===== src/sv/pts_pkg.sv =====
`timescale 1ns / 1ps
// ----------------------------------------------------------------------------
// pts_pkg
// Shared types and constants of the periodic task scheduler table.
// ----------------------------------------------------------------------------
package pts_pkg;

   localparam int ID_W   = 8;
   localparam int TIME_W = 32;

   typedef enum logic [1:0] {
      KIND_ADD     = 2'd0,
      KIND_ENABLE  = 2'd1,
      KIND_DISABLE = 2'd2,
      KIND_TICK    = 2'd3
   } kind_type;

   typedef enum logic [2:0] {
      ST_IDLE,
      ST_ADD,
      ST_MATCH,
      ST_DISP,
      ST_DONE
   } state_type;

   // One request as held during its processing.
   typedef struct packed {
      kind_type            kind;
      logic [ID_W-1:0]     task_id;
      logic [TIME_W-1:0]   period;
      logic [TIME_W-1:0]   now;
   } cmd_type;

   // One slot RAM entry.
   typedef struct packed {
      logic [TIME_W-1:0]   last_run;
      logic [TIME_W-1:0]   period;
      logic [ID_W-1:0]     task_id;
   } entry_type;

   localparam int ENTRY_W = $bits(entry_type);

   // One result handed to the response register.
   typedef struct packed {
      logic                valid;
      logic                status;
      logic                fired;
      logic [ID_W-1:0]     fired_id;
      logic                last;
   } emit_type;

endpackage


===== src/sv/pts_slot_ram.sv =====
`timescale 1ns / 1ps
// ----------------------------------------------------------------------------
// pts_slot_ram
// Slot entry memory: one write port, one read port with registered data.
// ----------------------------------------------------------------------------
module pts_slot_ram #(
   parameter int DEPTH  = 16,
   parameter int ADDR_W = 4,
   parameter int DATA_W = 72
) (
   input  logic              clock,
   input  logic              wr_en,
   input  logic [ADDR_W-1:0] wr_addr,
   input  logic [DATA_W-1:0] wr_data,
   input  logic              rd_en,
   input  logic [ADDR_W-1:0] rd_addr,
   output logic [DATA_W-1:0] rd_data
);

   logic [DATA_W-1:0] mem_ff [DEPTH];
   logic [DATA_W-1:0] rd_data_ff;

   always_ff @(posedge clock) begin
      if (wr_en) begin
         mem_ff[wr_addr] <= wr_data;
      end
   end

   // hold the last read word while no read is issued
   always_ff @(posedge clock) begin
      if (rd_en) begin
         rd_data_ff <= mem_ff[rd_addr];
      end
   end

   assign rd_data = rd_data_ff;

endmodule


===== src/sv/pts_scan_ctrl.sv =====
`timescale 1ns / 1ps
// ----------------------------------------------------------------------------
// pts_scan_ctrl
// Slot walk sequencer: used and enable marks, slot RAM read-modify-write,
// and ordering of the results of one request.
// ----------------------------------------------------------------------------
module pts_scan_ctrl
   import pts_pkg::*;
#(
   parameter int SLOTS = 16,
   parameter int IDX_W = 4,
   parameter int CNT_W = 5
) (
   input  logic             clock,
   input  logic             reset,
   input  logic             start,
   input  cmd_type          cmd,
   input  logic             out_free,
   output logic             idle,
   output emit_type         emit,
   output logic             rd_en,
   output logic [IDX_W-1:0] rd_addr,
   input  entry_type        rd_data,
   output logic             wr_en,
   output logic [IDX_W-1:0] wr_addr,
   output entry_type        wr_data
);

   state_type        state_ff, state_in;
   logic [CNT_W-1:0] issue_ff, issue_in;
   logic             ev_valid_ff, ev_valid_in;
   logic [IDX_W-1:0] ev_idx_ff, ev_idx_in;
   logic [SLOTS-1:0] used_ff, used_in;
   logic [SLOTS-1:0] enabled_ff, enabled_in;
   logic             pend_valid_ff, pend_valid_in;
   logic [ID_W-1:0]  pend_id_ff, pend_id_in;
   logic             fin_status_ff, fin_status_in;

   logic              issue_more;
   logic [IDX_W-1:0]  issue_idx;
   logic [TIME_W-1:0] elapsed;
   logic              due;
   logic              match;
   logic              stall;

   assign issue_more = (issue_ff != CNT_W'(SLOTS));
   assign issue_idx  = issue_ff[IDX_W-1:0];
   assign elapsed    = cmd.now - rd_data.last_run;
   assign due        = ev_valid_ff && used_ff[ev_idx_ff] && enabled_ff[ev_idx_ff]
                       && (elapsed >= rd_data.period);
   assign match      = ev_valid_ff && used_ff[ev_idx_ff] && (rd_data.task_id == cmd.task_id);
   // a second due slot needs the response register to push the held one
   assign stall      = (state_ff == ST_DISP) && due && pend_valid_ff && !out_free;
   assign idle       = (state_ff == ST_IDLE);

   always_comb begin
      state_in = state_ff;
      unique case (state_ff)
         ST_IDLE: begin
            if (start) begin
               unique case (cmd.kind) inside
                  KIND_ADD:                  state_in = ST_ADD;
                  KIND_ENABLE, KIND_DISABLE: state_in = ST_MATCH;
                  KIND_TICK:                 state_in = ST_DISP;
                  default:                   state_in = ST_IDLE;
               endcase
            end
         end
         ST_ADD: begin
            if (!issue_more || !used_ff[issue_idx]) begin
               state_in = ST_DONE;
            end
         end
         ST_MATCH, ST_DISP: begin
            if (!issue_more && !ev_valid_ff) begin
               state_in = ST_DONE;
            end
         end
         ST_DONE: begin
            if (out_free) begin
               state_in = ST_IDLE;
            end
         end
         default: state_in = ST_IDLE;
      endcase
   end

   always_comb begin
      issue_in      = issue_ff;
      ev_valid_in   = ev_valid_ff;
      ev_idx_in     = ev_idx_ff;
      used_in       = used_ff;
      enabled_in    = enabled_ff;
      pend_valid_in = pend_valid_ff;
      pend_id_in    = pend_id_ff;
      fin_status_in = fin_status_ff;
      emit          = '0;
      rd_en         = 1'b0;
      rd_addr       = issue_idx;
      wr_en         = 1'b0;
      wr_addr       = ev_idx_ff;
      wr_data       = rd_data;
      wr_data.last_run = cmd.now;

      unique case (state_ff)
         ST_IDLE: begin
            issue_in      = '0;
            ev_valid_in   = 1'b0;
            pend_valid_in = 1'b0;
            fin_status_in = 1'b0;
         end
         ST_ADD: begin
            if (!issue_more) begin
               fin_status_in = 1'b1;
            end else if (!used_ff[issue_idx]) begin
               wr_en                 = 1'b1;
               wr_addr               = issue_idx;
               wr_data.task_id       = cmd.task_id;
               wr_data.period        = cmd.period;
               used_in[issue_idx]    = 1'b1;
               enabled_in[issue_idx] = 1'b0;
            end else begin
               issue_in = issue_ff + CNT_W'(1);
            end
         end
         ST_MATCH, ST_DISP: begin
            if (!stall) begin
               // read slot issue_ff while slot ev_idx_ff is evaluated and written
               if (issue_more) begin
                  rd_en       = 1'b1;
                  issue_in    = issue_ff + CNT_W'(1);
                  ev_valid_in = 1'b1;
                  ev_idx_in   = issue_idx;
               end else begin
                  ev_valid_in = 1'b0;
               end
               if (state_ff == ST_MATCH) begin
                  if (match) begin
                     wr_en                 = 1'b1;
                     enabled_in[ev_idx_ff] = (cmd.kind == KIND_ENABLE);
                  end
               end else if (due) begin
                  wr_en = 1'b1;
                  if (pend_valid_ff) begin
                     emit.valid    = 1'b1;
                     emit.fired    = 1'b1;
                     emit.fired_id = pend_id_ff;
                  end
                  pend_valid_in = 1'b1;
                  pend_id_in    = rd_data.task_id;
               end
            end
         end
         ST_DONE: begin
            if (out_free) begin
               emit.valid    = 1'b1;
               emit.last     = 1'b1;
               emit.status   = fin_status_ff;
               emit.fired    = pend_valid_ff;
               emit.fired_id = pend_valid_ff ? pend_id_ff : '0;
               pend_valid_in = 1'b0;
            end
         end
         default: begin
            issue_in = '0;
         end
      endcase
   end

   always_ff @(posedge clock) begin
      if (reset) begin
         state_ff      <= ST_IDLE;
         issue_ff      <= '0;
         ev_valid_ff   <= 1'b0;
         used_ff       <= '0;
         enabled_ff    <= '0;
         pend_valid_ff <= 1'b0;
         fin_status_ff <= 1'b0;
      end else begin
         state_ff      <= state_in;
         issue_ff      <= issue_in;
         ev_valid_ff   <= ev_valid_in;
         used_ff       <= used_in;
         enabled_ff    <= enabled_in;
         pend_valid_ff <= pend_valid_in;
         fin_status_ff <= fin_status_in;
      end
   end

   always_ff @(posedge clock) begin
      ev_idx_ff  <= ev_idx_in;
      pend_id_ff <= pend_id_in;
   end

endmodule


===== src/sv/periodic_task_scheduler_table_unit.sv =====
`timescale 1ns / 1ps
// ----------------------------------------------------------------------------
// periodic_task_scheduler_table_unit
// Table of periodic task slots with add, enable, disable and dispatch.
// ----------------------------------------------------------------------------
// Requests arrive on the req_ stream: tuser carries the kind (add, enable,
// disable, dispatch tick), tdata the task id, period and current time.
// Results leave on the rsp_ stream: tuser flags error and fired, tdata the
// fired task id, tlast marks the final result of a request. Add, enable and
// disable give one result; a tick gives one result per due task in slot
// order, or a single empty result when nothing is due.
// Enable, disable and tick walk the slot RAM one slot per cycle through its
// single read port, apart from the tick pause below; add scans the used marks
// instead and stops at the first free slot. One request is processed at a
// time; a new one is accepted while the previous result still waits in rsp_.
// Reset clears the used and enable marks at once, so the table is empty in
// the next cycle and no clearing pass is needed. When rsp_tready is low the
// result holds, and a tick with several due tasks pauses its walk until
// the held result moves.
// ----------------------------------------------------------------------------
module periodic_task_scheduler_table_unit
   import pts_pkg::*;
#(
   parameter int SLOTS = 16
) (
   input  logic        clock,
   input  logic        reset,
   input  logic        req_tvalid,
   output logic        req_tready,
   input  logic [71:0] req_tdata,   // task_id[7:0], period[39:8], now[71:40]
   input  logic [1:0]  req_tuser,   // kind[1:0]
   output logic        rsp_tvalid,
   input  logic        rsp_tready,
   output logic [7:0]  rsp_tdata,   // fired_id[7:0]
   output logic [1:0]  rsp_tuser,   // status[0], fired[1]
   output logic        rsp_tlast
);

   localparam int IDX_W = (SLOTS > 1) ? $clog2(SLOTS) : 1;
   localparam int CNT_W = $clog2(SLOTS + 1);

   cmd_type          cmd_ff;
   logic             start_ff;
   logic             rsp_valid_ff, rsp_valid_in;
   emit_type         rsp_ff;
   logic             req_xfer;
   logic             out_free;
   logic             idle;
   emit_type         emit;
   logic             rd_en;
   logic [IDX_W-1:0] rd_addr;
   logic             wr_en;
   logic [IDX_W-1:0] wr_addr;
   entry_type        wr_data;
   entry_type        rd_data;

   assign req_tready = idle && !start_ff;
   assign req_xfer   = req_tvalid && req_tready;
   assign out_free   = !rsp_valid_ff || rsp_tready;

   always_comb begin
      rsp_valid_in = rsp_valid_ff;
      if (emit.valid) begin
         rsp_valid_in = 1'b1;
      end else if (rsp_tready) begin
         rsp_valid_in = 1'b0;
      end
   end

   always_ff @(posedge clock) begin
      if (reset) begin
         start_ff     <= 1'b0;
         rsp_valid_ff <= 1'b0;
      end else begin
         start_ff     <= req_xfer;
         rsp_valid_ff <= rsp_valid_in;
      end
   end

   always_ff @(posedge clock) begin
      if (req_xfer) begin
         cmd_ff.kind    <= kind_type'(req_tuser);
         cmd_ff.task_id <= req_tdata[7:0];
         cmd_ff.period  <= req_tdata[39:8];
         cmd_ff.now     <= req_tdata[71:40];
      end
      if (emit.valid) begin
         rsp_ff <= emit;
      end
   end

   pts_scan_ctrl #(
      .SLOTS (SLOTS),
      .IDX_W (IDX_W),
      .CNT_W (CNT_W)
   ) u_ctrl (
      .clock    (clock),
      .reset    (reset),
      .start    (start_ff),
      .cmd      (cmd_ff),
      .out_free (out_free),
      .idle     (idle),
      .emit     (emit),
      .rd_en    (rd_en),
      .rd_addr  (rd_addr),
      .rd_data  (rd_data),
      .wr_en    (wr_en),
      .wr_addr  (wr_addr),
      .wr_data  (wr_data)
   );

   pts_slot_ram #(
      .DEPTH  (SLOTS),
      .ADDR_W (IDX_W),
      .DATA_W (ENTRY_W)
   ) u_ram (
      .clock   (clock),
      .wr_en   (wr_en),
      .wr_addr (wr_addr),
      .wr_data (wr_data),
      .rd_en   (rd_en),
      .rd_addr (rd_addr),
      .rd_data (rd_data)
   );

   assign rsp_tvalid   = rsp_valid_ff;
   assign rsp_tdata    = rsp_ff.fired_id;
   assign rsp_tuser[0] = rsp_ff.status;
   assign rsp_tuser[1] = rsp_ff.fired;
   assign rsp_tlast    = rsp_ff.last;

endmodule


===== config.mk =====
export PLATFORM = sky130hd
export DESIGN_NAME = periodic_task_scheduler_table_unit
export DESIGN_NICKNAME = d
export VERILOG_FILES = /design/src/sv/pts_pkg.sv /design/src/sv/pts_slot_ram.sv /design/src/sv/pts_scan_ctrl.sv /design/src/sv/periodic_task_scheduler_table_unit.sv
export SDC_FILE = /design/constraint.sdc
export NUM_CORES = 1
export LEC_CHECK = 0
export BUFFER_PORTS_ARGS = -buffer_cell sky130_fd_sc_hd__buf_2
export CORE_AREA = 3 3 321 323
export DETAILED_ROUTE_END_ITERATION = 12
export DIE_AREA = 0 0 324 326
export PLACE_DENSITY = 0.77
export SLEW_MARGIN = 20
export SYNTH_ARGS = -nofsm -noshare
export SYNTH_HDL_FRONTEND = slang
export SYNTH_SLANG_ARGS = --single-unit
export TNS_END_PERCENT = 100

===== constraint.sdc =====
create_clock -name clock -period 17.15 [get_ports clock]
set_input_delay 1.715 -clock clock [delete_from_list [all_inputs] [get_ports clock]]
set_output_delay 1.715 -clock clock [all_outputs]
set_load 0.01 [all_outputs]

==> results by group <==
Yosys
  – Net Count, Synth: 2730
  – Post-synth EDFFs: 1321
  – Adder-Cell Fraction of Synth Area: 1.63%
  – FF+latch count, synth: 1366
  – Largest family of logic cells by synthesized area: multiplexers
  – XOR/XNOR share of the synthesized area: 0.567%
  – Mapped Avg Cell Area: 20.9 um2
  – Netlist cell types: 73
  – Synthesis Warnings: 0
  – Mux cell area share after synthesis: 16.0%
  – Synth Instances: 2582
  – Post-Synthesis Cell Area: 54100 um2
  – Simple-Gate Fraction of Synth Area: 2.52%
  – Async set-reset flop share out of synthesis: 0%
  – Sequential share of the synthesized area: 75.0%
  – Top_reg_cell synth: edfxtp_1
  – Post-synthesis compound-gate area fraction: 2.80%

Floorplanning
  – Num ports: 91
  – Num rows: 116
  – Die Span Y: 326 um
  – Die Wd: 324 um
  – Die area: 106000 um2
  – Core region area: 100000 um2
  – Initial Utilization: 54.0%

Global route
  – Global-route wire length before repair: 183000 um
  – Met2 usage in global routing: 37.8%
  – Grt ovf: 0
  – Vias in the first global route: 28036
  – Initial antenna violation count: 0
  – M3 GR Usage: 3.99%
  – Most Crowded Layer GR: met2
  – Largest net degree at the start of global routing: 143
  – Total track usage: 23.6%
  – GR met1 Demand/Resource: 32.9%

Detailed routing
  – Initial DRC count: 3035
  – DR vias/cell: 6.53
  – Drt drc: 0
  – Drt total wl: 122000 um
  – Antenna Nets Post-Route: 0
  – Vias: 27167
  – Routed WL per cell: 29.2 um
  – DRT Pass-1 Iters: 5

Final layout
  – Area growth, synth to finish: 12.4%
  – Fraction of layout cells with a size suffix above 1: 26.8%
  – Commonest non-fill, non-tap cell in the layout: edfxtp_1
  – # nets final: 2904
  – Highest-count cells in the layout ignoring fill and taps: edfxtp_1 (1321), mux4_2 (367), clkbuf_16 (141), buf_2 (90), inv_1 (84)
  – N_diodes: 0
  – Final instance area: 60800 um2

Timing
  – Post-layout min period: 7.81 ns
  – Slew headroom: 24.9%
  – RSZ-0062 raised after global routing: no
  – Clock skew: 0.0360 ns
  – Setup TNS: 0 ns
  – Final setup fails: 0
  – Hold Vio Cnt, Final: 0
  – Final Cycle Share: 45.6%
  – Worst-margin pin slew: 1.12 ns
  – Fmax: 0.128 GHz
  – Final Max Tran Viols: 0

Placed design
  – I/O Buffers: 90
  – Post-DP Area: 56200 um2
  – Placer congestion estimate: 0.883
  – Hpwl dp: 65100 um

Setup path
  – Worst path bufs/invs: 5
  – Critical-path top delay cell: buf_4
  – CP max stage delay: 0.70 ns
  – Delay-heaviest family, CP: compound AO/OA/AOI/OAI gates
  – Arrival @ worst endpoint: 8.17 ns
  – Worst Path Max Fanout: 41
  – Worst Path Required: 17.51 ns
  – Most used cell, CP: buf_4
  – Crit. End Element: register
  – CP Cell Sequence: inv_1, ha_1, inv_1, fa_1, a21o_1, a221oi_2, o211ai_1, nand4_1, a21oi_1, a211o_1, a21o_1, a21oi_1, xnor2_1, ha_1, nand4_1, nor2_1, o311a_1, o31ai_1, buf_4, a2111oi_4, a21oi_4, nor3_2, buf_4, buf_4
  – Worst Setup Path Type: register to register
  – Startpoint types: register

CTS
  – Clock Pin Slew Worst Setup and Hold Paths: 0.06 ns
  – Hold Buf Count CTS: 0
  – Clk Latency, worst-skew pair: 0.76 ns
  – # Post-CTS Setup Buffers: 0
  – Root Driver: clkbuf_16
  – H-tree depth: 4
  – CTS Sinks: 1366
  – Clock Path Buffers: 3
  – Post-CTS sizing: 0
  – TritonCTS clock tree: done
  – Total CTS buffers: 138

Run status
  – Status: completed

Power and ir drop
  – Combinational Power Share: 15.9%
  – P_sw: 2.28 mW
  – Sequential share of power: 49.4%
  – Net Sw Frac: 26.4%
  – Internal power: 6.36 mW
  – Clock share of power: 34.7%
  – Pwr Density: 142 nW/um2
  – Leakage: 19.3 nW
  – Worst VDD drop: 0.0000823 V

Flow run
  – Max Cap Violations: 0

Hold path
  – Type of the tightest min-delay check: register to register
-- cells by family after synthesis --
family / count (synthesis)
muxes: 391
and+or+nand+nor: 279
adders and majority gates: 70
AOI/OAI and AO/OA: 238
xor gates and xnor gates: 35
DFF: 1366
buffers and inverters: 203
-- cells in the mapped netlist, types with 2 or more instances --
cell type | instances | area share (%)
a211oi_1 | 7 | 0.097
a21boi_0 | 3 | 0.042
a21o_1 | 26 | 0.36
a21oi_1 | 62 | 0.57
a221oi_1 | 2 | 0.032
a31oi_1 | 33 | 0.38
and2_1 | 12 | 0.14
and3_1 | 12 | 0.14
and4_1 | 3 | 0.049
buf_1 | 39 | 0.27
buf_2 | 14 | 0.13
buf_4 | 3 | 0.042
buf_6 | 2 | 0.042
clkbuf_1 | 59 | 0.41
clkbuf_2 | 2 | 0.019
dfxtp_1 | 45 | 1.7
edfxtp_1 | 1321 | 73
ha_1 | 69 | 1.6
inv_1 | 84 | 0.58
mux2_2 | 12 | 0.25
mux2i_1 | 5 | 0.093
mux4_1 | 7 | 0.34
mux4_2 | 367 | 15
nand2_1 | 76 | 0.53
nand2b_1 | 8 | 0.093
nand3_1 | 35 | 0.32
nand3b_1 | 2 | 0.028
nand4_1 | 10 | 0.12
nand4b_1 | 2 | 0.032
nor2_1 | 70 | 0.49
nor2_4 | 3 | 0.062
nor2b_1 | 15 | 0.17
nor3_1 | 22 | 0.20
o2111ai_1 | 5 | 0.081
o211ai_1 | 5 | 0.069
o21a_1 | 3 | 0.042
o21ai_0 | 61 | 0.56
o21ai_2 | 2 | 0.032
o21ba_2 | 2 | 0.037
o21bai_1 | 5 | 0.069
o41ai_1 | 2 | 0.032
xnor2_1 | 26 | 0.42
xor2_1 | 9 | 0.15
-- registers in the layout, summed over array words and instances (netlist names), 2 cells and up --
signal	count
u_ctrl.used_ff	16
u_ctrl.pend_id_ff	8
rsp_tdata	8
u_ram.mem_ff	1152
u_ram.rd_data	72
u_ctrl.issue_ff	5
u_ctrl.enabled_ff	16
rsp_tuser	2
u_ctrl.state_ff	3
cmd_ff	74
u_ctrl.ev_idx_ff	4
-- metal layers --
layer / vias to the layer above / part of all wire (%)
li1: 11061 / -
met1: 14286 / 38
met2: 1537 / 50
met3: 283 / 8.5
met4: 0 / 3.4
met5: - / 0
-- path summary, 6_finish.rpt --
path,from,endpoint,slack (ns),cells past startpoint
worst max-delay path,cmd_ff[0]$_DFFE_PP_,u_ram.mem_ff[12][65]$_DFFE_PP_,9.34,24
worst max register to register,cmd_ff[0]$_DFFE_PP_,u_ram.mem_ff[12][65]$_DFFE_PP_,9.34,24
worst min register to register,u_ctrl.enabled_ff[7]$_SDFFE_PP0P_,u_ctrl.enabled_ff[7]$_SDFFE_PP0P_,0.48,2
worst min-delay path,u_ctrl.enabled_ff[7]$_SDFFE_PP0P_,u_ctrl.enabled_ff[7]$_SDFFE_PP0P_,0.48,2
-- power by group through the flow --
stage	combinational, mW	clock (mW)	sequential (mW)
6_report	1.37	3.00	4.27
5_1_grt	1.48	3.17	4.29
4_1_cts	1.35	3.05	4.27
3_5_place_dp	1.32	0	4.34
3_3_place_gp	1.27	0	4.32
2_1_floorplan	0.956	0	4.25
-- worst min-delay path, cell delays in order (launching register included) --
cell     delay, ns
dfxtp_1       0.31
nand3_1       0.06
a21oi_1       0.05
-- layout make-up --
type / count / area [um2]
clock buffer: 164 / 3610
clock inverter: 82 / 890
fill: 6721 / 39300
inverter: 84 / 315
multi-input combinational: 1013 / 12800
sequential: 1366 / 40600
tap: 1298 / 1620
timing repair buffer: 153 / 972
-- metrics by stage --
step / cells / util (%) / worst slack (ns) / power, mW / hold WS (ns)
floorplan: 2582 / - / 7.17 / 5.20 / 0.406
global placement: 3904 / 56.1 / 9.85 / 5.60 / 0.447
detailed placement: 3907 / 56.1 / 9.64 / 5.66 / 0.464
CTS: 4153 / 60.6 / 9.41 / 8.67 / 0.473
global route: 4160 / 60.7 / 9.00 / 8.95 / 0.502
finish: 4160 / 60.7 / 9.34 / 8.64 / 0.475
Power figures use the tool's default switching activity.
